$ cat config.mk
export PLATFORM = sky130hd
export DESIGN_NAME = grid_subset_bounding_window_flat
export DESIGN_NICKNAME = d
export VERILOG_FILES = /design/src/rtl/gsbw_pkg.sv /design/src/rtl/gsbw_point_if.sv /design/src/rtl/gsbw_window_if.sv /design/src/rtl/gsbw_tracker.sv /design/src/rtl/grid_subset_bounding_window.sv /design/src/flat_wrapper.sv
export VERILOG_INCLUDE_DIRS = /design/src /design/src/rtl
export SDC_FILE = /design/constraint.sdc
export NUM_CORES = 1
export LEC_CHECK = 0
export ABC_AREA = 0
export BUFFER_PORTS_ARGS = -buffer_cell sky130_fd_sc_hd__buf_2
export CORE_MARGIN = 3
export CORE_UTILIZATION = 43
export DETAILED_ROUTE_END_ITERATION = 7
export PLACE_DENSITY_LB_ADDON = 0.12
export SETUP_SLACK_MARGIN = 0.3
export SYNTH_ARGS = -nofsm -noshare
export SYNTH_HDL_FRONTEND = slang
export SYNTH_SLANG_ARGS = --single-unit
$ cat constraint.sdc
create_clock -name clk -period 4.7 [get_ports clk]
set_clock_uncertainty 0.05 [all_clocks]
set_input_delay 0.235 -clock clk [delete_from_list [all_inputs] [get_ports clk]]
set_output_delay 0.235 -clock clk [all_outputs]
set_load 0.01 [all_outputs]
$ cat src/rtl/grid_subset_bounding_window_assert.svh
// Assertion macros for the grid subset bounding window block.
// Included by the top level; has no other dependencies.
`ifndef GRID_SUBSET_BOUNDING_WINDOW_ASSERT_SVH
`define GRID_SUBSET_BOUNDING_WINDOW_ASSERT_SVH
`ifndef NO_ASSERTIONS
// Implication checked in the same cycle.
`define GSBW_ASSERT_SAME(label, clk, rst_n, ante, cons, msg) \
    label: assert property (@(posedge clk) disable iff (!rst_n) (ante) |-> (cons)) \
        else $error(msg);
// Implication checked in the next cycle.
`define GSBW_ASSERT_NEXT(label, clk, rst_n, ante, cons, msg) \
    label: assert property (@(posedge clk) disable iff (!rst_n) (ante) |=> (cons)) \
        else $error(msg);
`else
`define GSBW_ASSERT_SAME(label, clk, rst_n, ante, cons, msg)
`define GSBW_ASSERT_NEXT(label, clk, rst_n, ante, cons, msg)
`endif
`endif

$ cat src/rtl/gsbw_pkg.sv
// Shared widths, reset values, register indexes and structs for the
// grid subset bounding window block. No dependencies.
package gsbw_pkg;

    // Field widths.
    localparam int LON_W   = 31;
    localparam int LAT_W   = 30;
    localparam int COLS_W  = 13;
    localparam int FIELD_W = 12;

    // Configuration port geometry.
    localparam int PADDR_W = 5;
    localparam int PDATA_W = 32;

    // Default grid dimension limit.
    localparam int DEFAULT_MAX_GRID_DIM = 4096;

    // Register reset values.
    localparam logic signed [LON_W-1:0] LON_MIN_RST  = -31'sd754974720;
    localparam logic signed [LON_W-1:0] LON_MAX_RST  = 31'sd754974720;
    localparam logic signed [LAT_W-1:0] LAT_MIN_RST  = -30'sd377487360;
    localparam logic signed [LAT_W-1:0] LAT_MAX_RST  = 30'sd377487360;
    localparam logic [COLS_W-1:0]       GRID_COLS_RST = 13'd4096;

    // Register indexes (byte address divided by four).
    typedef enum logic [2:0] {
        REG_LON_MIN      = 3'd0,
        REG_LON_MAX      = 3'd1,
        REG_LAT_MIN      = 3'd2,
        REG_LAT_MAX      = 3'd3,
        REG_GRID_COLUMNS = 3'd4
    } reg_idx_t;

    // One classified point handed to the tracker.
    typedef struct packed {
        logic advance;
        logic in_bounds;
        logic last;
    } step_t;

    // One result item.
    typedef struct packed {
        logic               found;
        logic [FIELD_W-1:0] first_row;
        logic [FIELD_W-1:0] last_row;
        logic [FIELD_W-1:0] first_column;
        logic [FIELD_W-1:0] last_column;
    } result_t;

endpackage

$ cat src/rtl/gsbw_point_if.sv
// Input channel interface: one grid point per transfer.
// Depends on gsbw_pkg for field widths.
interface gsbw_point_if import gsbw_pkg::*; ();

    logic                     valid;
    logic                     ready;
    logic signed [LON_W-1:0]  longitude;
    logic signed [LAT_W-1:0]  latitude;
    logic                     last_point;

    modport source (output valid, output longitude, output latitude, output last_point,
                     input ready);
    modport sink   (input valid, input longitude, input latitude, input last_point,
                     output ready);

endinterface

$ cat src/rtl/gsbw_window_if.sv
// Output channel interface: one bounding window per transfer.
// Depends on gsbw_pkg for field widths.
interface gsbw_window_if import gsbw_pkg::*; ();

    logic               valid;
    logic               ready;
    logic               found;
    logic [FIELD_W-1:0] first_row;
    logic [FIELD_W-1:0] last_row;
    logic [FIELD_W-1:0] first_column;
    logic [FIELD_W-1:0] last_column;

    modport source (output valid, output found, output first_row, output last_row,
                     output first_column, output last_column, input ready);
    modport sink   (input valid, input found, input first_row, input last_row,
                     input first_column, input last_column, output ready);

endinterface

$ cat src/rtl/gsbw_tracker.sv
// Row/column position counter and running min/max window of inside points.
// Depends on gsbw_pkg for the step and result structs.
module gsbw_tracker import gsbw_pkg::*; #(
    parameter int MAX_GRID_DIM = DEFAULT_MAX_GRID_DIM
) (
    input  logic              clk,
    input  logic              rst_n,
    input  step_t             step,
    input  logic [COLS_W-1:0] grid_columns,
    output result_t           window_next
);

    localparam int POS_W = $clog2(MAX_GRID_DIM);
    localparam int CMP_W = (POS_W + 1 > COLS_W) ? POS_W + 1 : COLS_W;

    logic [POS_W-1:0] row_pos_reg, row_pos_next;
    logic [POS_W-1:0] col_pos_reg, col_pos_next;
    logic             any_reg, any_next;
    logic [POS_W-1:0] min_row_reg, min_row_next;
    logic [POS_W-1:0] max_row_reg, max_row_next;
    logic [POS_W-1:0] min_col_reg, min_col_next;
    logic [POS_W-1:0] max_col_reg, max_col_next;

    logic [POS_W-1:0] min_row_upd, max_row_upd, min_col_upd, max_col_upd;
    logic             any_upd;
    logic [CMP_W-1:0] cols_ext, cols_eff, col_inc;
    logic             row_wrap;

    // Fold the current point into the window.
    always_comb
    begin
        any_upd     = any_reg | step.in_bounds;
        min_row_upd = min_row_reg;
        max_row_upd = max_row_reg;
        min_col_upd = min_col_reg;
        max_col_upd = max_col_reg;
        if (step.in_bounds && !any_reg)
        begin
            min_row_upd = row_pos_reg;
            max_row_upd = row_pos_reg;
            min_col_upd = col_pos_reg;
            max_col_upd = col_pos_reg;
        end
        else if (step.in_bounds)
        begin
            if (row_pos_reg < min_row_reg) min_row_upd = row_pos_reg;
            if (row_pos_reg > max_row_reg) max_row_upd = row_pos_reg;
            if (col_pos_reg < min_col_reg) min_col_upd = col_pos_reg;
            if (col_pos_reg > max_col_reg) max_col_upd = col_pos_reg;
        end
    end

    // The result as it stands after this point; zero window when nothing was inside.
    always_comb
    begin
        window_next.found        = any_upd;
        window_next.first_row    = any_upd ? FIELD_W'(min_row_upd) : '0;
        window_next.last_row     = any_upd ? FIELD_W'(max_row_upd) : '0;
        window_next.first_column = any_upd ? FIELD_W'(min_col_upd) : '0;
        window_next.last_column  = any_upd ? FIELD_W'(max_col_upd) : '0;
    end

    // Effective row length: zero acts as one, and it is capped at the grid limit.
    always_comb
    begin
        cols_ext = CMP_W'(grid_columns);
        priority if (cols_ext == '0)
            cols_eff = CMP_W'(1);
        else if (cols_ext > CMP_W'(MAX_GRID_DIM))
            cols_eff = CMP_W'(MAX_GRID_DIM);
        else
            cols_eff = cols_ext;
        col_inc  = CMP_W'(col_pos_reg) + CMP_W'(1);
        row_wrap = (col_inc >= cols_eff);
    end

    // Next state: clear after the last point, else advance the position.
    always_comb
    begin
        row_pos_next = row_pos_reg;
        col_pos_next = col_pos_reg;
        any_next     = any_reg;
        min_row_next = min_row_reg;
        max_row_next = max_row_reg;
        min_col_next = min_col_reg;
        max_col_next = max_col_reg;
        if (step.advance && step.last)
        begin
            row_pos_next = '0;
            col_pos_next = '0;
            any_next     = 1'b0;
            min_row_next = '0;
            max_row_next = '0;
            min_col_next = '0;
            max_col_next = '0;
        end
        else if (step.advance)
        begin
            any_next     = any_upd;
            min_row_next = min_row_upd;
            max_row_next = max_row_upd;
            min_col_next = min_col_upd;
            max_col_next = max_col_upd;
            if (row_wrap)
            begin
                col_pos_next = '0;
                // The row counter holds at the top index.
                if (row_pos_reg != POS_W'(MAX_GRID_DIM - 1))
                    row_pos_next = row_pos_reg + POS_W'(1);
            end
            else
            begin
                col_pos_next = col_inc[POS_W-1:0];
            end
        end
    end

    // Tracker state.
    always_ff @(posedge clk or negedge rst_n)
    begin
        if (!rst_n)
        begin
            row_pos_reg <= '0;
            col_pos_reg <= '0;
            any_reg     <= 1'b0;
            min_row_reg <= '0;
            max_row_reg <= '0;
            min_col_reg <= '0;
            max_col_reg <= '0;
        end
        else
        begin
            row_pos_reg <= row_pos_next;
            col_pos_reg <= col_pos_next;
            any_reg     <= any_next;
            min_row_reg <= min_row_next;
            max_row_reg <= max_row_next;
            min_col_reg <= min_col_next;
            max_col_reg <= max_col_next;
        end
    end

endmodule

$ cat src/rtl/grid_subset_bounding_window.sv
// Top level of the grid subset bounding window block: input register, bounds
// compare, tracker and result register. Depends on gsbw_pkg, the two channel
// interfaces, gsbw_tracker and grid_subset_bounding_window_assert.svh.
//
//   channel  | direction | transfer carries
//   ---------+-----------+------------------------------------------------
//   point    | in        | longitude, latitude, last_point
//   window   | out       | found, first_row, last_row, first_column, last_column
//   apb      | in        | register writes and reads, pready always high
//
// One point is taken every cycle but for the stall below; the input register,
// compare/min-max logic and result register lead from point to window. A window
// is given only for a last point and sits in the result register until taken;
// while it waits, non-last points flow and only a further last point stalls the
// input. Reset clears the valid and tracker state and loads the config registers.
`include "grid_subset_bounding_window_assert.svh"
module grid_subset_bounding_window import gsbw_pkg::*; #(
    parameter int MAX_GRID_DIM = DEFAULT_MAX_GRID_DIM
) (
    input  logic               clk,
    input  logic               rst_n,
    gsbw_point_if.sink         point,
    gsbw_window_if.source      window,
    input  logic               psel,
    input  logic               penable,
    input  logic               pwrite,
    input  logic [PADDR_W-1:0] paddr,
    input  logic [PDATA_W-1:0] pwdata,
    output logic [PDATA_W-1:0] prdata,
    output logic               pready
);

    // Configuration registers.
    logic signed [LON_W-1:0] lon_min_reg, lon_max_reg;
    logic signed [LAT_W-1:0] lat_min_reg, lat_max_reg;
    logic [COLS_W-1:0]       grid_cols_reg;
    logic                    cfg_write;
    reg_idx_t                cfg_idx;

    // Input register stage.
    logic                    s1_valid_reg;
    logic signed [LON_W-1:0] s1_lon_reg;
    logic signed [LAT_W-1:0] s1_lat_reg;
    logic                    s1_last_reg;

    // Result register stage.
    logic    out_valid_reg, out_valid_next;
    result_t out_data_reg;

    logic    out_free;
    logic    s1_adv;
    logic    in_bounds;
    step_t   step;
    result_t window_next;

    assign pready    = 1'b1;
    assign cfg_write = psel && penable && pwrite;
    assign cfg_idx   = reg_idx_t'(paddr[PADDR_W-1:2]);

    // Register writes.
    always_ff @(posedge clk or negedge rst_n)
    begin
        if (!rst_n)
        begin
            lon_min_reg   <= LON_MIN_RST;
            lon_max_reg   <= LON_MAX_RST;
            lat_min_reg   <= LAT_MIN_RST;
            lat_max_reg   <= LAT_MAX_RST;
            grid_cols_reg <= GRID_COLS_RST;
        end
        else if (cfg_write)
        begin
            unique case (cfg_idx)
                REG_LON_MIN:      lon_min_reg   <= pwdata[LON_W-1:0];
                REG_LON_MAX:      lon_max_reg   <= pwdata[LON_W-1:0];
                REG_LAT_MIN:      lat_min_reg   <= pwdata[LAT_W-1:0];
                REG_LAT_MAX:      lat_max_reg   <= pwdata[LAT_W-1:0];
                REG_GRID_COLUMNS: grid_cols_reg <= pwdata[COLS_W-1:0];
                default:          ;
            endcase
        end
    end

    // Register reads, bounds sign-extended to the bus width.
    always_comb
    begin
        unique case (cfg_idx)
            REG_LON_MIN:      prdata = {{(PDATA_W-LON_W){lon_min_reg[LON_W-1]}}, lon_min_reg};
            REG_LON_MAX:      prdata = {{(PDATA_W-LON_W){lon_max_reg[LON_W-1]}}, lon_max_reg};
            REG_LAT_MIN:      prdata = {{(PDATA_W-LAT_W){lat_min_reg[LAT_W-1]}}, lat_min_reg};
            REG_LAT_MAX:      prdata = {{(PDATA_W-LAT_W){lat_max_reg[LAT_W-1]}}, lat_max_reg};
            REG_GRID_COLUMNS: prdata = PDATA_W'(grid_cols_reg);
            default:          prdata = '0;
        endcase
    end

    // Flow control: only a last point needs room in the result register.
    assign out_free    = !out_valid_reg || window.ready;
    assign s1_adv      = s1_valid_reg && (!s1_last_reg || out_free);
    assign point.ready = !s1_valid_reg || !s1_last_reg || out_free;

    // Input register.
    always_ff @(posedge clk or negedge rst_n)
    begin
        if (!rst_n)
            s1_valid_reg <= 1'b0;
        else if (point.ready)
            s1_valid_reg <= point.valid;
    end

    always_ff @(posedge clk)
    begin
        if (point.valid && point.ready)
        begin
            s1_lon_reg  <= point.longitude;
            s1_lat_reg  <= point.latitude;
            s1_last_reg <= point.last_point;
        end
    end

    // Inclusive bounds test; an empty range lets nothing through.
    assign in_bounds = (s1_lon_reg >= lon_min_reg) && (s1_lon_reg <= lon_max_reg) &&
                       (s1_lat_reg >= lat_min_reg) && (s1_lat_reg <= lat_max_reg);

    always_comb
    begin
        step.advance   = s1_adv;
        step.in_bounds = in_bounds;
        step.last      = s1_last_reg;
    end

    gsbw_tracker #(
        .MAX_GRID_DIM (MAX_GRID_DIM)
    ) u_tracker (
        .clk          (clk),
        .rst_n        (rst_n),
        .step         (step),
        .grid_columns (grid_cols_reg),
        .window_next  (window_next)
    );

    // Result register.
    always_comb
    begin
        priority if (s1_adv && s1_last_reg)
            out_valid_next = 1'b1;
        else if (window.ready)
            out_valid_next = 1'b0;
        else
            out_valid_next = out_valid_reg;
    end

    always_ff @(posedge clk or negedge rst_n)
    begin
        if (!rst_n)
            out_valid_reg <= 1'b0;
        else
            out_valid_reg <= out_valid_next;
    end

    always_ff @(posedge clk)
    begin
        if (s1_adv && s1_last_reg)
            out_data_reg <= window_next;
    end

    assign window.valid        = out_valid_reg;
    assign window.found        = out_data_reg.found;
    assign window.first_row    = out_data_reg.first_row;
    assign window.last_row     = out_data_reg.last_row;
    assign window.first_column = out_data_reg.first_column;
    assign window.last_column  = out_data_reg.last_column;

    // A window with nothing found reports all-zero bounds.
    `GSBW_ASSERT_SAME(a_empty_window_zero, clk, rst_n, out_valid_reg && !out_data_reg.found, out_data_reg.first_row == '0 && out_data_reg.last_row == '0 && out_data_reg.first_column == '0 && out_data_reg.last_column == '0, "empty grid gave a nonzero window")
    // A found window is ordered in both directions.
    `GSBW_ASSERT_SAME(a_window_ordered, clk, rst_n, out_valid_reg && out_data_reg.found, out_data_reg.first_row <= out_data_reg.last_row && out_data_reg.first_column <= out_data_reg.last_column, "window bounds out of order")
    // A last point that leaves the input register always lands in the result register.
    `GSBW_ASSERT_NEXT(a_last_loads_result, clk, rst_n, s1_adv && s1_last_reg, out_valid_reg, "last point produced no result")

endmodule

$ cat src/flat_wrapper.sv
// flat-port wrapper written by rule: the top's interface ports become plain ports
module grid_subset_bounding_window_flat import gsbw_pkg::*;
#(
    parameter int MAX_GRID_DIM = DEFAULT_MAX_GRID_DIM
)
  (clk, rst_n, psel, penable, pwrite, paddr, pwdata, prdata, pready, point_valid, point_longitude, point_latitude, point_last_point, point_ready, window_valid, window_found, window_first_row, window_last_row, window_first_column, window_last_column, window_ready);
  gsbw_point_if point_i ();
  gsbw_window_if window_i ();
  input  logic clk;
  input  logic rst_n;
  input  logic psel;
  input  logic penable;
  input  logic pwrite;
  input  logic [PADDR_W-1:0] paddr;
  input  logic [PDATA_W-1:0] pwdata;
  output logic [PDATA_W-1:0] prdata;
  output logic pready;
  input wire logic [$bits(point_i.valid)-1:0] point_valid;
  input wire logic [$bits(point_i.longitude)-1:0] point_longitude;
  input wire logic [$bits(point_i.latitude)-1:0] point_latitude;
  input wire logic [$bits(point_i.last_point)-1:0] point_last_point;
  output wire logic [$bits(point_i.ready)-1:0] point_ready;
  output wire logic [$bits(window_i.valid)-1:0] window_valid;
  output wire logic [$bits(window_i.found)-1:0] window_found;
  output wire logic [$bits(window_i.first_row)-1:0] window_first_row;
  output wire logic [$bits(window_i.last_row)-1:0] window_last_row;
  output wire logic [$bits(window_i.first_column)-1:0] window_first_column;
  output wire logic [$bits(window_i.last_column)-1:0] window_last_column;
  input wire logic [$bits(window_i.ready)-1:0] window_ready;
  assign point_i.valid = point_valid;
  assign point_i.longitude = point_longitude;
  assign point_i.latitude = point_latitude;
  assign point_i.last_point = point_last_point;
  assign point_ready = point_i.ready;
  assign window_valid = window_i.valid;
  assign window_found = window_i.found;
  assign window_first_row = window_i.first_row;
  assign window_last_row = window_i.last_row;
  assign window_first_column = window_i.first_column;
  assign window_last_column = window_i.last_column;
  assign window_i.ready = window_ready;
  grid_subset_bounding_window #(.MAX_GRID_DIM(MAX_GRID_DIM)) u_core (.clk(clk), .rst_n(rst_n), .point(point_i), .window(window_i), .psel(psel), .penable(penable), .pwrite(pwrite), .paddr(paddr), .pwdata(pwdata), .prdata(prdata), .pready(pready));
endmodule
# Word-level counts from Yosys, hierarchy flattened
# Cells that the tools add are included.
word_totals:
  register_bits: 321
  wordCells: 103
  input_bits: 106
  out_inout_bits: 84
classes:
  n_addsub: 2
  n_lt_le_gt_ge: 10
  bitwise: 1
  eq_ne: 5
  reduce_logical: 29
  mux: 34
op_table:
  columns: ["cell", "count"]
  rows:
  - ["12-bit two-way mux", 27]
  - ["32-bit one-hot mux with 5 select lines", 1]
  - ["31-bit >= comparator", 1]
  - ["31-bit <= comparator", 1]
  - ["30-bit >= comparator", 1]
  - ["30-bit <= comparator", 1]
  - ["13-bit two-way mux", 2]
  - ["12-bit > comparator", 2]
  - ["12-bit < comparator", 2]
  - ["12-bit by 1-bit adder with 13-bit output (second input constant)", 1]
  - ["13-bit >= comparator", 1]
  - ["13-bit > comparator (second input constant)", 1]
  - ["13-bit logical NOT", 1]
  - ["12-bit by 1-bit adder with 12-bit output (second input constant)", 1]
  - ["12-bit != test (second input constant)", 1]
  - ["2-bit AND reduction", 5]
  - ["1-bit logical AND", 9]
  - ["2-bit nonzero test", 4]
  - ["3-bit by 2-bit == test with 1-bit output (second input constant)", 2]
  - ["1-bit logical NOT", 4]
  - ["1-bit logical OR", 4]
  - ["1-bit two-way mux", 4]
  - ["3-bit by 1-bit == test with 1-bit output (second input constant)", 1]
  - ["3-bit == test (second input constant)", 1]
  - ["other kinds (3)", 3]

# Logic depth before layout (Yosys ltp)
# Gate-level depths: netlist (run 1).
logic_depth:
  ltp_word: 8
  ltp_mapped: 16
  ltp_nobuf: 15

# Cells and area by module
# Synthesis (run 1) repeated with hierarchy kept, for this count alone.
hier_totals:
  cells_unflattened: 1886
  hier_area_um2: 19039.5
modules_own_cells:
  columns: ["module", "cells_per_inst", "area_per_inst_um2", "n_inst", "seq_area_each_um2"]
  rows:
  - ["grid_subset_bounding_window", 1075, 12444.4, 1, 6782.8]
  - ["gsbw_tracker", 811, 6595.1, 1, 1826.8]

# Worst setup path before layout (run 1)
# OpenSTA, ideal clock, no wires.
synth_timing:
  kind: "flip-flop to flip-flop"
  startpoint: "register u_core.u_tracker.col_pos_reg[1]"
  endpoint: "register u_core.u_tracker.row_pos_reg[9]"
  arrival_ps: 3061
  period_less_slack_ps: 3319
  slack_ps: 1381
  t_required_ps: 4443
  path_buffers: 1
  setup_ps: 207
  path_stages_with_launch: 17
  path_cell_list: "dfrtp_1 ha_1 nand3_1 nor2_1 and3_1 nand3_1 xnor2_1 ha_1 a21o_1 a21o_1 a21oi_1 o2111ai_1 nand3_1 clkbuf_1 nor3_1 xnor2_1 nor2_1"
synth_via:
  elab_chain_cells: 4
synth_rtl:
  columns: ["item", "line", "rtl"]
  rows:
  - ["start: declaration", "gsbw_tracker.sv:17", "logic [POS_W-1:0] col_pos_reg, col_pos_next;"]
  - ["start signal: assignment", "gsbw_tracker.sv:134", "col_pos_reg <= col_pos_next;"]
  - ["12-bit by 1-bit adder with 13-bit output", "gsbw_tracker.sv:73", "col_inc = CMP_W'(col_pos_reg) + CMP_W'(1);"]
  - ["13-bit >= comparator", "gsbw_tracker.sv:74", "row_wrap = (col_inc >= cols_eff);"]
  - ["2-bit nonzero test (no source line)", null, null]
  - ["3-bit AND reduction (no source line)", null, null]
  - ["end signal: assignment", "gsbw_tracker.sv:133", "row_pos_reg <= row_pos_next;"]
  - ["end: declaration", "gsbw_tracker.sv:16", "logic [POS_W-1:0] row_pos_reg, row_pos_next;"]
# Every way passes these cells.
# A chain may end at the register's enable or synchronous reset.

# Worst setup path after layout (run 1)
layout_timing:
  startpoint: "register u_core.lon_max_reg[4]"
  endpoint: "register u_core.out_data_reg, in the netlist u_core.window.first_row[5], data pin"
layout_via:
  elab_chain_cells: 6
  elab_cells_between_ends: 8
  classes_between: "order compare (1); mux (2); bitwise (1); reduce/logical (4)"
layout_rtl:
  columns: ["item", "line", "rtl"]
  rows:
  - ["start: declaration", "grid_subset_bounding_window.sv:34", "logic signed [LON_W-1:0] lon_min_reg, lon_max_reg;"]
  - ["start signal: assignment", "grid_subset_bounding_window.sv:75", "REG_LON_MAX: lon_max_reg <= pwdata[LON_W-1:0];"]
  - ["31-bit <= comparator *", "grid_subset_bounding_window.sv:122", "assign in_bounds = (s1_lon_reg >= lon_min_reg) && (s1_lon_reg <= lon_max_reg) &&"]
  - ["1-bit logical AND * (2 in series)", "grid_subset_bounding_window.sv:122", null]
  - ["1-bit logical AND *", "grid_subset_bounding_window.sv:123", "(s1_lat_reg >= lat_min_reg) && (s1_lat_reg <= lat_max_reg);"]
  - ["12-bit two-way mux / 1-bit logical AND (equally long branches)", "gsbw_tracker.sv:44, gsbw_tracker.sv:37", null]
  - ["12-bit two-way mux", "gsbw_tracker.sv:37", "if (step.in_bounds && !any_reg)"]
  - ["end signal: assignment", "grid_subset_bounding_window.sv:164", "out_data_reg <= window_next;"]
  - ["end: declaration", "grid_subset_bounding_window.sv:48", "result_t out_data_reg;"]
# Mark *: on every way between the ends. The rest lies on a longest branch, timed or not.

==> results.sh, run 1 <==
export IMPL_die_area_um2=43900
export IMPL_io_buffer_count=185
export IMPL_fin_crit_ps=3970
export IMPL_comb_power_share=0.247
export IMPL_post_route_drc_count=0
export IMPL_grt_pass1_wl_mm=75.4
export IMPL_critical_path_top_delay_family="compound AO/OA/AOI/OAI gates"
export IMPL_grt_max_degree=107
export IMPL_route_detailed_wl_per_inst_um=19.4
export IMPL_cts_sinks=321
export IMPL_grt_overflow_total=0
export IMPL_final_common_cell="dfrtp_1"
export IMPL_p_int_w=0.00610
export IMPL_die_h_um=210
export IMPL_timing_final_crit_share=0.845
export IMPL_place_gp_congestion=0.891
export IMPL_synth_edf_count=111
export IMPL_fmax_ghz=0.252
export IMPL_grt_use_total=0.217
export IMPL_hold_class="in -> async"
export IMPL_synth_area_per_cell_um2=11.0
export IMPL_cp_data_required_time_ps=4940
export IMPL_die_w_um=210
export IMPL_p_per_area_nw_per_um2=410
export IMPL_syn_num_nets=1912
export IMPL_drt_wl_total_mm=47.4
export IMPL_vias=13285
export IMPL_tightestPinTransition_ps=1240
export IMPL_slew_headroom=0.174
export IMPL_netlist_cell_type_count=64
export IMPL_ys_flop_type="dfrtp_1"
export IMPL_synthArstFlopShare=0.654
export IMPL_switching_share=0.309
export IMPL_fillers=3556
export IMPL_slowest_delay_ps=440
export IMPL_numCtsBuffers=39
export IMPL_critPathLaunch="u_core.lon_max_reg[4]"
export IMPL_end_kind="flip-flop"
export IMPL_seq_area_frac_synth=0.483
export IMPL_p_leak_nw=9.89
export IMPL_hpwlAfterDp_mm=33.7
export IMPL_path_class="reg -> reg"
export IMPL_grt_pass1_vias=13390
export IMPL_clock_latency_ps=550
export IMPL_p_seq_frac=0.411
export IMPL_cp_start_kind="flip-flop"
export IMPL_syn2layout_area_growth_pct=20.9
export IMPL_antenna_found_initial=1
export IMPL_clk_path_buf_depth=3
export IMPL_synthCells=1623
export IMPL_status="finished clean"
export IMPL_layout_drive_gt1_share=0.204
export IMPL_cp_slowest_cell="o21ai_0"
export IMPL_worstPathMaxFanout=12
export IMPL_multiInputGateArea_um2=8220
export IMPL_syn_cell_area_um2=17800
export IMPL_arrival_ps=4210
export IMPL_ys_ff_latch=321
export IMPL_clk_pin_slew_worst_paths_ps=60
export IMPL_p_switching_w=0.00273
export IMPL_initial_utilization=0.442
export IMPL_critPathBufInv=1
export IMPL_rr_startpoint="u_core.lon_max_reg[4]"
export IMPL_ant_nets=0
export IMPL_maxSlewViolCount=0
export IMPL_setup_viol=0
export IMPL_fin_area_um2=21500
export IMPL_core_um2=40300
export IMPL_ios=190
export IMPL_row_count=73
export IMPL_cts_tree="yes"
export IMPL_htreeDepth=2
export IMPL_setup_tns_ps=0
export IMPL_register_area_um2=8610
export IMPL_yosysWarnings=0
export IMPL_hold_viol_final=0
export IMPL_drv_cap=0
export IMPL_mostFrequentLayoutCells="193 x dfrtp_1, 184 x buf_2, 183 x ha_1, 177 x inv_1, 120 x nand2_1"
export IMPL_drtIter0Drc=793
export IMPL_rsz0062_at_grt="false"
export IMPL_ir_worst_vdd_uv=376
export IMPL_clockPowerShare=0.342
export IMPL_finalNetCount=2176
export IMPL_root_buffer="clkbuf_16"
export IMPL_viasPerCell=5.44
export IMPL_post_cts_buffers=0
export IMPL_path_cells="inv_1 > ha_1 > a211oi_1 > nor2_1 > o31ai_1 > a21boi_0 > o21ai_0 > nand4_2 > nor2_4 > nand2_1 > a32o_1"
export IMPL_drt_first_pass_iters=5
export IMPL_place_area_um2=19300
[worst reg2reg max path: stages (launching register included)]
cell and delay, ps:
dfrtp_1 380, inv_1 80, ha_1 290, a211oi_1 250, nor2_1 80, o31ai_1 380
a21boi_0 170, o21ai_0 440, nand4_2 400, nor2_4 380, nand2_1 420, a32o_1 410
[cell usage after synthesis (4+ instances only)]
cell,n,area (µm²)
nand3_1,38,190
a22o_1,58,508
a211o_1,11,96.3
o21ai_0,91,455
buf_2,13,65.1
ha_1,183,2290
nand4_1,27,169
and2_1,5,31.3
o221ai_1,7,61.3
nor2_1,61,229
o21a_1,4,30.0
o211ai_1,7,52.6
mux4_2,16,360
o31ai_1,9,67.6
a21oi_1,77,385
xnor2_1,12,105
a31oi_1,5,31.3
dfstp_2,17,447
edfxtp_1,111,3330
a221oi_1,5,43.8
and3_1,7,43.8
inv_1,177,664
nand2_1,120,450
o22ai_1,14,87.6
nor2b_1,21,131
nand2b_1,18,113
clkbuf_1,57,214
mux2_2,76,856
nor4_1,11,68.8
a21o_1,30,225
a211oi_1,10,75.1
mux2i_1,31,310
xor2_1,6,52.6
or3_1,5,31.3
buf_1,9,33.8
a32o_1,29,290
dfrtp_1,193,4830
nor3_1,14,70.1
[worst paths after layout]
check                                             end  cells after the start  slack (ps)
setup / recovery           u_core.window.first_row[5]                     11         730
hold / removal                 u_core.lat_max_reg[24]                      2         280
setup reg to reg           u_core.window.first_row[5]                     11         730
hold reg to reg                   u_core.window.valid                      1         450
max in group asynchronous      u_core.lon_max_reg[18]                      3        3120
min in group clk                u_core.s1_lat_reg[16]                      2         340
[metal layers]
metal	global-route usage	routed length (µm)
met2	0.333	21300
met4	0.0792	1600
met3	0.0269	2030
met5	0	0
met1	0.317	22500
[repair_timing]
action,4_1_cts,5_1_grt
hold buffers,96,0
resized for setup,0,0
setup endpoints to repair,0,0
endpoints found under the hold margin,289,0
[logic make-up (layout without fill, tap and decap cells)]
kind of cell,Yosys count,in the layout,synth area share
flip-flops,321,321,0.483
AND/OR/NAND/NOR,342,342,0.0927
multiplexers,123,123,0.0857
buffers and inverters,259,552,0.0561
adder cells (fa/ha/maj),183,183,0.129
AO/OA/AOI/OAI,376,376,0.144
other,1,2,0.000211
XOR/XNOR,18,18,0.00885
[power groups by stage]
stage / logic, W / clock network (W) / registers, W
3_3_place_gp: 0.00207 / 0 / 0.00366
5_1_grt: 0.00249 / 0.00322 / 0.00367
3_5_place_dp: 0.00213 / 0 / 0.00367
2_1_floorplan: 0.00150 / 0 / 0.00356
4_1_cts: 0.00220 / 0.00310 / 0.00362
6_report: 0.00218 / 0.00302 / 0.00363
[through the flow]
step	power (W)	worst slack, ps	utilization	hold WS (ps)	cells
CTS	0.00892	683	0.534	297	2441
global route	0.00938	437	0.534	332	2442
finish	0.00883	729	0.534	283	2442
detailed placement	0.00580	701	0.479	363	2275
floorplan	0.00506	1380	-	-111	1623
global placement	0.00573	743	0.479	361	2275
[cell type report]
type	instances	area share
Timing Repair Buffer	305	0.0970
Tap cell	525	0.0305
Antenna cell	1	0.000116
Clock inverter	17	0.00599
Clock buffer	53	0.0536
Multi-Input combinational cell	1043	0.382
Sequential cell	321	0.400
Inverter	177	0.0309
No activity file was read; power rests on OpenSTA's default activity.
==> run 2: changes to the inputs <==
Clock period 4.7 ns to 4 ns, I/O delays scaled along.
==> results.sh, run 2 (same netlist as run 1, synthesis figures left out) <==
export IMPL_p_leak_nw=10.0
export IMPL_die_area_um2=43900
export IMPL_drtIter0Drc=697
export IMPL_numCtsBuffers=39
export IMPL_finalNetCount=2198
export IMPL_grt_pass1_wl_mm=76.3
export IMPL_viasPerCell=5.47
export IMPL_hold_viol_final=0
export IMPL_fin_cells=2465
export IMPL_drv_cap=0
export IMPL_worstPathMaxFanout=12
export IMPL_place_area_um2=19400
export IMPL_core_um2=40300
export IMPL_power_total_w=0.0105
export IMPL_grt_pass1_vias=13560
export IMPL_clock_latency_ps=550
export IMPL_cp_data_required_time_ps=4230
export IMPL_antenna_found_initial=1
export IMPL_setup_tns_ps=0
export IMPL_cp_start_kind="flip-flop"
export IMPL_end_kind="flip-flop"
export IMPL_status="finished clean"
export IMPL_layout_drive_gt1_share=0.218
export IMPL_initial_utilization=0.442
export IMPL_p_per_area_nw_per_um2=484
export IMPL_die_h_um=210
export IMPL_timing_final_crit_share=0.866
export IMPL_io_buffer_count=185
export IMPL_clk_path_buf_depth=3
export IMPL_critPathLaunch="u_core.lat_min_reg[29]"
export IMPL_cts_tree="yes"
export IMPL_cts_sinks=321
export IMPL_syn2layout_area_growth_pct=22.2
export IMPL_place_gp_congestion=0.925
export IMPL_row_count=73
export IMPL_arrival_ps=3690
export IMPL_tightestPinTransition_ps=1060
export IMPL_grt_use_total=0.218
export IMPL_drt_first_pass_iters=5
export IMPL_die_w_um=210
export IMPL_path_class="reg -> reg"
export IMPL_ir_worst_vdd_uv=342
export IMPL_hpwlAfterDp_mm=34.0
export IMPL_root_buffer="clkbuf_16"
export IMPL_place_inst=2297
export IMPL_rr_startpoint="u_core.lat_min_reg[29]"
export IMPL_hold_class="in -> async"
export IMPL_slew_headroom=0.292
export IMPL_setup_viol=0
export IMPL_post_route_drc_count=0
export IMPL_maxSlewViolCount=0
export IMPL_fin_area_um2=21800
export IMPL_vias=13482
export IMPL_rrSetupSlack_ps=540
export IMPL_mostFrequentLayoutCells="193 x dfrtp_1, 184 x buf_2, 183 x ha_1, 177 x inv_1, 118 x nand2_1"
export IMPL_route_detailed_wl_per_inst_um=19.5
export IMPL_fin_crit_ps=3460
export IMPL_fmax_ghz=0.289
export IMPL_post_cts_buffers=0
export IMPL_ios=190
export IMPL_ant_nets=0
export IMPL_grt_max_degree=94
export IMPL_final_common_cell="dfrtp_1"
export IMPL_htreeDepth=2
export IMPL_grt_overflow_total=0
export IMPL_clk_pin_slew_worst_paths_ps=60
export IMPL_drt_wl_total_mm=48.1
export IMPL_rsz0062_at_grt="true"
==> run 2: cell count changes in the layout (fill, tap and decap cells not counted), sizes merged <==
cell      before  now
buf          208  230
bufinv         2    4
clkinv        15   13
clkinvlp       0    1
==> run 2: cell type report <==
type / instances / area (µm²)
fill: 3526 / 18500
sequential: 321 / 8610
multi-input combinational: 1043 / 8260
timing repair buffer: 327 / 2250
clock buffer: 53 / 1120
inverter: 177 / 664
tap: 525 / 657
clock inverter: 18 / 188
antenna: 1 / 2.50
==> run 2: worst max-delay path: stages (launching register included) <==
cell and delay, ps:
dfstp_2 510, inv_1 60, ha_1 320, nand4_1 170, nor4_2 440, nand2_1 130
nand4_1 160, a32o_1 170, nand4_2 210, nor2_4 330, a21oi_1 200, buf_4 220
a22o_1 210
==> run 2: final timing paths <==
kind / end / cells past startpoint
worst max-delay path: u_core.window.first_column[6] / 12
worst min register to register: u_core.u_tracker.max_row_reg[8] / 1
worst max register to register: u_core.window.first_column[6] / 12
worst min-delay path: u_core.lon_max_reg[23] / 2
max in group asynchronous: u_core.lat_max_reg[26] / 3
min in group clk: u_core.lon_max_reg[13] / 6
==> run 2: through the flow <==
stage,worst slack [ps],utilization,hold WS (ps)
after CTS,322,0.539,233
after floorplan,681,-,-146
after global placement,214,0.483,253
after detailed placement,205,0.483,263
after global routing,268,0.540,287
final,537,0.540,215
==> run 2: metal layers <==
layer  GRT usage  wire [µm]  up-vias
li1            -          -     6478
met3      0.0311       2250       67
met4      0.0614       1110        0
met1       0.311      22600     6602
met2       0.350      22200      335
met5           0          0        -
==> run 2: report_power, final <==
part	internal [W]	switching (W)	total, W
registers	0.00390	0.000355	0.00425
clock network	0.00222	0.00140	0.00362
logic	0.00116	0.00149	0.00265
==> run 2: what timing repair did <==
item | CTS | global route
endpoints found under the setup margin | 24 | 44
hold endpoints to repair | 268 | 0
resized for setup | 2 | 10
hold buffers | 96 | 0
==> run 3: changes to the inputs <==
Settings changed: CORE_UTILIZATION 43 to 50.
Clock period 4 ns to 3.35 ns, I/O delays scaled along.
==> results.sh, run 3 (same netlist as run 1, synthesis figures left out) <==
export IMPL_hpwlAfterDp_mm=32.9
export IMPL_place_gp_congestion=0.858
export IMPL_maxSlewViolCount=0
export IMPL_numCtsBuffers=37
export IMPL_tightestPinTransition_ps=1000
export IMPL_clk_path_buf_depth=3
export IMPL_syn2layout_area_growth_pct=28.0
export IMPL_p_seq_frac=0.394
export IMPL_place_area_um2=19500
export IMPL_register_area_um2=8610
export IMPL_slew_headroom=0.333
export IMPL_clockPowerShare=0.320
export IMPL_cp_start_kind="flip-flop"
export IMPL_ir_worst_vdd_uv=429
export IMPL_fmax_ghz=0.303
export IMPL_switching_share=0.309
export IMPL_final_common_cell="dfrtp_1"
export IMPL_die_h_um=195
export IMPL_cts_tree="yes"
export IMPL_mostFrequentLayoutCells="190 x dfrtp_1, 186 x buf_2, 175 x inv_1, 174 x ha_1, 116 x nand2_1"
export IMPL_hold_viol_final=0
export IMPL_vias=13872
export IMPL_drv_cap=0
export IMPL_p_per_area_nw_per_um2=566
export IMPL_timing_final_crit_share=0.986
export IMPL_finalNetCount=2257
export IMPL_grt_overflow_total=0
export IMPL_core_um2=34800
export IMPL_place_inst=2245
export IMPL_route_detailed_wl_per_inst_um=19.5
export IMPL_root_buffer="clkbuf_16"
export IMPL_path_class="reg -> reg"
export IMPL_fillers=2650
export IMPL_worstPathMaxFanout=6
export IMPL_drt_first_pass_iters=5
export IMPL_antenna_found_initial=0
export IMPL_cts_sinks=321
export IMPL_fin_cells=2452
export IMPL_clock_latency_ps=530
export IMPL_hold_class="in -> async"
export IMPL_htreeDepth=2
export IMPL_post_route_drc_count=0
export IMPL_finish_utilization=0.655
export IMPL_io_buffer_count=185
export IMPL_end_kind="flip-flop"
export IMPL_rsz0062_at_grt="true"
export IMPL_die_w_um=195
export IMPL_die_area_um2=37900
export IMPL_arrival_ps=3520
export IMPL_grt_max_degree=90
export IMPL_clk_pin_slew_worst_paths_ps=60
export IMPL_row_count=68
export IMPL_grt_use_met2=0.406
export IMPL_setup_viol=0
export IMPL_cp_data_required_time_ps=3570
export IMPL_p_switching_w=0.00399
export IMPL_initial_utilization=0.512
export IMPL_ios=190
export IMPL_comb_power_share=0.286
export IMPL_ant_nets=0
export IMPL_p_int_w=0.00892
export IMPL_multiInputGateArea_um2=8770
export IMPL_viasPerCell=5.66
export IMPL_grt_pass1_wl_mm=76.2
export IMPL_grtUsageMet3=0.0402
export IMPL_layout_drive_gt1_share=0.268
export IMPL_status="finished clean"
export IMPL_drtIter0Drc=785
export IMPL_grt_busiest_layer="met2"
export IMPL_fin_crit_ps=3300
export IMPL_grt_use_total=0.248
export IMPL_power_total_w=0.0129
export IMPL_grt_pass1_vias=14066
export IMPL_fin_area_um2=22800
export IMPL_use_met1=0.345
export IMPL_drt_wl_total_mm=47.9
export IMPL_p_leak_nw=10.5
==> run 3: metrics by stage <==
step | hold slack (ps) | setup TNS (ps) | setup slack, ps
after floorplan | -178 | 0 | 305
after global placement | 232 | -10.3 | -10.3
after detailed placement | 225 | -602 | -44.0
after CTS | 249 | 0 | 98.7
after global routing | 286 | -1320 | -49.8
final | 221 | 0 | 45.5
==> run 3: path summary, 6_finish.rpt <==
check	start	to	slack [ps]	depth (start not counted)
worst max-delay path	u_core.lat_max_reg[26]	u_core.window.first_row[1]	50	14
worst min-delay path	rst_n	u_core.u_tracker.max_col_reg[7]	220	2
worst max register to register	u_core.lat_max_reg[26]	u_core.window.first_row[1]	50	14
worst min register to register	u_core.window.valid	u_core.window.valid	460	1
max in group asynchronous	rst_n	u_core.lon_max_reg[24]	2160	3
min in group clk	point_latitude[20]	u_core.s1_lat_reg[20]	290	2
==> run 3: area by class of cell <==
class | instances | share of cell area
inverters | 177 | 0.0292
diodes | 1 | 0.000110
flip-flops and latches | 321 | 0.378
well taps | 455 | 0.0250
clock inverters | 11 | 0.00450
clock buffers | 56 | 0.0506
repair buffers | 387 | 0.128
multi-input cells | 1044 | 0.385
==> run 3: repair_timing <==
item | 4_1_cts | 5_1_grt
cloned | 5 | 3
endpoints found under the hold margin | 285 | 0
endpoints found under the setup margin | 119 | 121
pin swaps | 56 | 31
setup buffers | 16 | 19
gates resized for setup | 54 | 74
hold buffers | 96 | 0
==> run 3: per-layer routing <==
metal  vias up  share of wire
met3        84          0.056
met2       414           0.47
met4         0          0.025
met5         -              0
li1       6587              -
met1      6787           0.45
==> run 3: critical path, cell delays in order (launching register included) <==
cell      delay, ps
dfstp_2         550
inv_2            50
ha_4            270
nand3_4          70
nor4_2          240
buf_4           160
nand4_1         160
nand3b_1        250
o211ai_1        160
nand4_4         200
buf_6           170
nor2_4          170
nand2_4          90
buf_6           170
a32o_1          250
==> run 3: power by group through the flow <==
| stage | Clock, W | Sequential, W | Combinational (W) |
|---|---|---|---|
| finish | 0.00413 | 0.00509 | 0.00369 |
| global route | 0.00437 | 0.00515 | 0.00411 |
| CTS | 0.00420 | 0.00507 | 0.00341 |
| detailed placement | 0 | 0.00513 | 0.00306 |
| global placement | 0 | 0.00511 | 0.00297 |
| floorplan | 0 | 0.00500 | 0.00212 |
